$ cat config.mk
export PLATFORM = sky130hd
export DESIGN_NAME = cab_out_fifo
export DESIGN_NICKNAME = d
export VERILOG_FILES = /design/src/rtl/core/cab_pkg.sv /design/src/rtl/core/cab_out_fifo.sv
export SDC_FILE = /design/constraint.sdc
export NUM_CORES = 1
export LEC_CHECK = 0
export ABC_AREA = 1
export CAP_MARGIN = 5
export CORE_UTILIZATION = 45
export CTS_CLUSTER_SIZE = 20
export DETAILED_ROUTE_END_ITERATION = 8
export DONT_BUFFER_PORTS = 1
export GPL_ROUTABILITY_DRIVEN = 0
export SLEW_MARGIN = 10
export SYNTH_ARGS = -nofsm -noshare
export SYNTH_HDL_FRONTEND = slang
export SYNTH_SLANG_ARGS = --single-unit
export TNS_END_PERCENT = 30
$ cat constraint.sdc
create_clock -name clk -period 2.4 [get_ports clk]
set_input_delay 0.24 -clock clk [delete_from_list [all_inputs] [get_ports clk]]
set_output_delay 0.24 -clock clk [all_outputs]
set_load 0.005 [all_outputs]
$ cat src/rtl/core/cab_pkg.sv
// Types, codes and defaults shared by the alpha blitter modules.
package cab_pkg;

	localparam int MAX_FRAME_WIDTH_DEF  = 256;
	localparam int MAX_FRAME_HEIGHT_DEF = 256;

	// Read words in flight plus waiting words never exceed this.
	localparam int OUT_FIFO_DEPTH = 8;

	localparam int CFG_INDEX_W = 3;
	localparam int CFG_DATA_W  = 11;

	localparam logic [CFG_INDEX_W-1:0] REG_FRAME_WIDTH  = 3'd0;
	localparam logic [CFG_INDEX_W-1:0] REG_FRAME_HEIGHT = 3'd1;
	localparam logic [CFG_INDEX_W-1:0] REG_DEST_X       = 3'd2;
	localparam logic [CFG_INDEX_W-1:0] REG_DEST_Y       = 3'd3;
	localparam logic [CFG_INDEX_W-1:0] REG_SRC_WIDTH    = 3'd4;
	localparam logic [CFG_INDEX_W-1:0] REG_SRC_HEIGHT   = 3'd5;

	localparam logic [1:0] KIND_PIXEL = 2'd0;
	localparam logic [1:0] KIND_WRITE = 2'd1;
	localparam logic [1:0] KIND_READ  = 2'd2;
	localparam logic [1:0] KIND_START = 2'd3;

	typedef struct packed {
		logic [1:0]  kind;
		logic [7:0]  red;
		logic [7:0]  green;
		logic [7:0]  blue;
		logic [7:0]  alpha;
		logic [15:0] address;
	} in_word_t;

	typedef struct packed {
		logic [7:0] out_red;
		logic [7:0] out_green;
		logic [7:0] out_blue;
		logic [7:0] out_alpha;
	} out_word_t;

	// Frame word layout: red in the low byte, alpha in the high byte.
	typedef struct packed {
		logic [7:0] alpha;
		logic [7:0] blue;
		logic [7:0] green;
		logic [7:0] red;
	} pixel_t;

	typedef enum logic [1:0] {
		OP_NONE,
		OP_BLEND,
		OP_WRITE,
		OP_READ
	} op_t;

	// Operation handed to the frame store; blank forces a read to return zero.
	typedef struct packed {
		op_t    op;
		logic   blank;
		pixel_t pix;
	} store_ctl_t;

endpackage

$ cat src/rtl/core/cab_out_fifo.sv
// Result queue between the frame store and the output channel.
module cab_out_fifo
	import cab_pkg::*;
#(
	parameter int DEPTH = OUT_FIFO_DEPTH
) (
	input  logic      clk,
	input  logic      arst_n,
	input  logic      push,
	input  out_word_t push_data,
	input  logic      pop,
	output logic      not_empty,
	output out_word_t head
);

	localparam int PW = $clog2(DEPTH);
	localparam int CW = $clog2(DEPTH + 1);

	out_word_t       entry_q [DEPTH];
	logic [PW-1:0]   wr_ptr_q;
	logic [PW-1:0]   rd_ptr_q;
	logic [CW-1:0]   count_q;

	always_ff @(posedge clk) begin
		if (push) begin
			entry_q[wr_ptr_q] <= push_data;
		end
	end

	always_ff @(posedge clk or negedge arst_n) begin
		if (!arst_n) begin
			wr_ptr_q <= '0;
			rd_ptr_q <= '0;
			count_q  <= '0;
		end else begin
			if (push) begin
				wr_ptr_q <= (32'(wr_ptr_q) == DEPTH - 1) ? '0 : wr_ptr_q + 1'b1;
			end
			if (pop) begin
				rd_ptr_q <= (32'(rd_ptr_q) == DEPTH - 1) ? '0 : rd_ptr_q + 1'b1;
			end
			count_q <= count_q + CW'(push) - CW'(pop);
		end
	end

	assign not_empty = (count_q != '0);
	assign head      = entry_q[rd_ptr_q];

	no_overflow: assert property (@(posedge clk) disable iff (!arst_n)
		push && !pop |-> 32'(count_q) < DEPTH)
		else $error("result queue overflow");

	no_underflow: assert property (@(posedge clk) disable iff (!arst_n)
		pop |-> count_q != '0)
		else $error("result queue underflow");

	count_moves: assert property (@(posedge clk) disable iff (!arst_n)
		push && !pop |=> count_q == $past(count_q) + 1'b1)
		else $error("queue count did not follow a push");

endmodule

==> flow_summary_export.csv <==
group,metric,value,unit
sta,fmax,448,MHz
sta,slew_viol_final,0,
worst_setup_path,cp_max_fo,34,
power_and_ir_drop,peakVddDrop,0.684,mV
placed_design,hpwl,13.9,mm
die,std_cell_rows,58,
clocking,clock_latency,0.54,ns
route,detail-route-antenna-nets,0,
final_layout,fin_cells,1571,
worst_hold_path,hp-class,"in -> reg",
sta,setup_tns,0,ns
sta,slew_headroom,0.602,
logic_synthesis,synth-seq-area-share,0.680,
sta,rsz0062_at_grt,"no",
sta,hold_viol_final,0,
logic_synthesis,ys_types,16,
logic_synthesis,ys_ff_latch,266,
worst_setup_path,cp_common_cell,"nand2_1",
final_layout,regArea,7940,sq um
sta,finalCritPeriodShare,0.930,
sta,tightest_slew,0.596,ns
route,wirelength,24.5,mm
route,drc,0,
logic_synthesis,syn_area_per_cell,9.96,sq um
logic_synthesis,synth_area,11700,sq um
clocking,cts_tree,"built",
worst_setup_path,required,2.16,ns
clocking,htreeDepth,1,
clocking,cts_root_buf,"clkbuf_16",
logic_synthesis,ys_warn_count,0,
placed_design,dp_cells,1482,
clocking,cts_sinks,266,
worst_setup_path,path_class,"reg -> out",
power_and_ir_drop,leakage,6.14,nW
final_layout,multi_input_area,2540,sq um
sta,fin_skew,0.0129,ns
final_layout,fillers,2209,
sta,finalCriticalPeriod,2.23,ns
die,die_area,26600,sq um
worst_setup_path,max_stage_delay,0.53,ns
die,die-height,163,um
final_layout,drive_gt1_frac,0.0637,
placed_design,numPortBuffers,0,
route,first_pass_iters,6,
die,io_pins,69,
clocking,cts_made_buffers,28,
power_and_ir_drop,finalPower,0.0139,W
route,vias,7365,
logic_synthesis,synthesis.instances,1172,
global_route,gr-total-overflow,0,
worst_setup_path,end_kind,"primary output",
power_and_ir_drop,p_per_area,1030,nW/um^2
worst_setup_path,crit_slowest_cell,"dfrtp_2",
sta,fin_hold_ws,0.101,ns
die,coreArea,25300,sq um
final_layout,antenna_cells,0,
sta,final-setup-viol-count,0,
placed_design,placed_cell_area,12200,sq um
final_layout,num-nets-final,1268,
die,initial_utilization,0.461,
global_route,grt_pass1_vias,7145,
final_layout,final_area,13500,sq um
final_layout,syn2layout_area_growth,15.6,%
worst_setup_path,worstPathArrival,1.99,ns
global_route,grtUsageTotal,0.190,
job,maxCapViolations,0,
clocking,clkSlewWorstSetupHoldPaths,0.06,ns
clocking,cts_buffer_depth,3,
route,via_per_inst,4.69,
worst_setup_path,worstSetupStartpointType,"register",
route,drt_iter0_markers,402,
route,wl_per_cell,15.6,um
global_route,antenna_found_initial,0,
global_route,grt_max_degree,66,
worst_setup_path,crit_chain,"inv_2 > buf_4 > nand3_1 > nand2_1 > nand2_1 > nand2_1",
logic_synthesis,synth_fp_nets,1218,
status,outcome,"finished, final reports clean",
global_route,grt_pass1_wl,38.6,mm
worst_setup_path,worst-path-buf-inv,2,
worst_setup_path,critPathTopFamily,"flip-flops",
die,die_w,163,um
-- per-layer routing --
layer,GRT usage,part of all wire
met1,0.242,0.43
met2,0.339,0.50
met3,0.0272,0.046
met4,0.0497,0.019
met5,0,0
-- placed cells by master (no fill, tap or decap), types with 2 or more instances in the layout --
cell and n:
ha_1 9, clkinv_1 6, nand2_1 425, buf_4 24
xor2_1 2, nand3_1 134, dfrtp_1 8, nor2_4 8
o21ai_0 6, inv_1 269, buf_12 9, clkbuf_1 10
bufinv_16 2, clkbuf_16 28, edfxtp_1 256, dlygate4sd3_1 35
-- cell usage after synthesis --
cell type	count	area, sq um
o21ai_0	6	30.0
ha_1	9	113
nand3_1	134	671
inv_2	1	3.75
xor2_1	2	17.5
edfxtp_1	256	7690
nand2_1	425	1600
buf_2	35	175
buf_4	4	30.0
fa_1	1	20.0
nor2_1	8	30.0
a21oi_1	1	5.00
dfrtp_1	10	250
inv_1	270	1010
clkbuf_1	7	26.3
buf_1	3	11.3
-- power breakdown --
group          internal [W]  switching, W  leakage [nW]  total [W]
clock network       0.00238       0.00166         0.413    0.00404
registers           0.00570      0.000227          2.44    0.00592
logic               0.00125       0.00271          3.28    0.00396
total               0.00933       0.00459          6.14     0.0139
-- per-stage QoR --
| stage | setup WS, ns | utilization |
|---|---|---|
| final | 0.168 | 0.533 |
| after CTS | 0.0327 | 0.531 |
| after detailed placement | 0.524 | 0.484 |
| after global routing | 0.0492 | 0.533 |
| after global placement | 0.537 | 0.484 |
| after floorplan | 0.0580 | - |
-- cells by family after synthesis --
kind of cell	count (synthesis)	share of synthesized area
simple gates	567	0.197
buf+inv	320	0.108
flops	266	0.680
fa+ha+maj	10	0.0114
compound gates	7	0.00300
xor+xnor	2	0.00150
-- final timing paths --
| path | start | to | slack, ns | cells past startpoint |
|---|---|---|---|---|
| min in group asynchronous | arst_n | rd_ptr_q[0] | 0.12 | 1 |
| worst min register to register | wr_ptr_q[0] | wr_ptr_q[0] | 0.61 | 2 |
| worst max-delay path | rd_ptr_q[1] | head[8] | 0.17 | 6 |
| worst min-delay path | pop | count_q[0] | 0.10 | 3 |
| max in group asynchronous | arst_n | rd_ptr_q[0] | 1.89 | 1 |
| worst max register to register | wr_ptr_q[0] | entry_q[2][8] | 0.68 | 4 |
-- final cells by class --
class / count / area share
Clock buffer: 39 / 0.0557
Timing Repair Buffer: 69 / 0.0535
Clock inverter: 10 / 0.00769
Inverter: 271 / 0.0759
Multi-Input combinational cell: 586 / 0.188
Tap cell: 330 / 0.0306
Sequential cell: 266 / 0.588
-- worst register-to-register path, delay by kind of cell (launching register included) --
kind          cells  cell delay [ns]
simple gates      2             0.72
flops             1             0.39
buf+inv           2             0.31
-- state kept, by name, indices dropped and copies added (netlist names) --
name	cells
entry_q	256
rd_ptr_q	3
count_q	4
wr_ptr_q	3
-- timing repair --
| item | in CTS | in global routing |
|---|---|---|
| setup buffers | 0 | 5 |
| endpoints found under the setup margin | 25 | 28 |
| hold endpoints to repair | 273 | 0 |
| gates resized for setup | 2 | 0 |
| hold buffers | 35 | 0 |
Note: power is estimated with default switching activity, not from simulation.
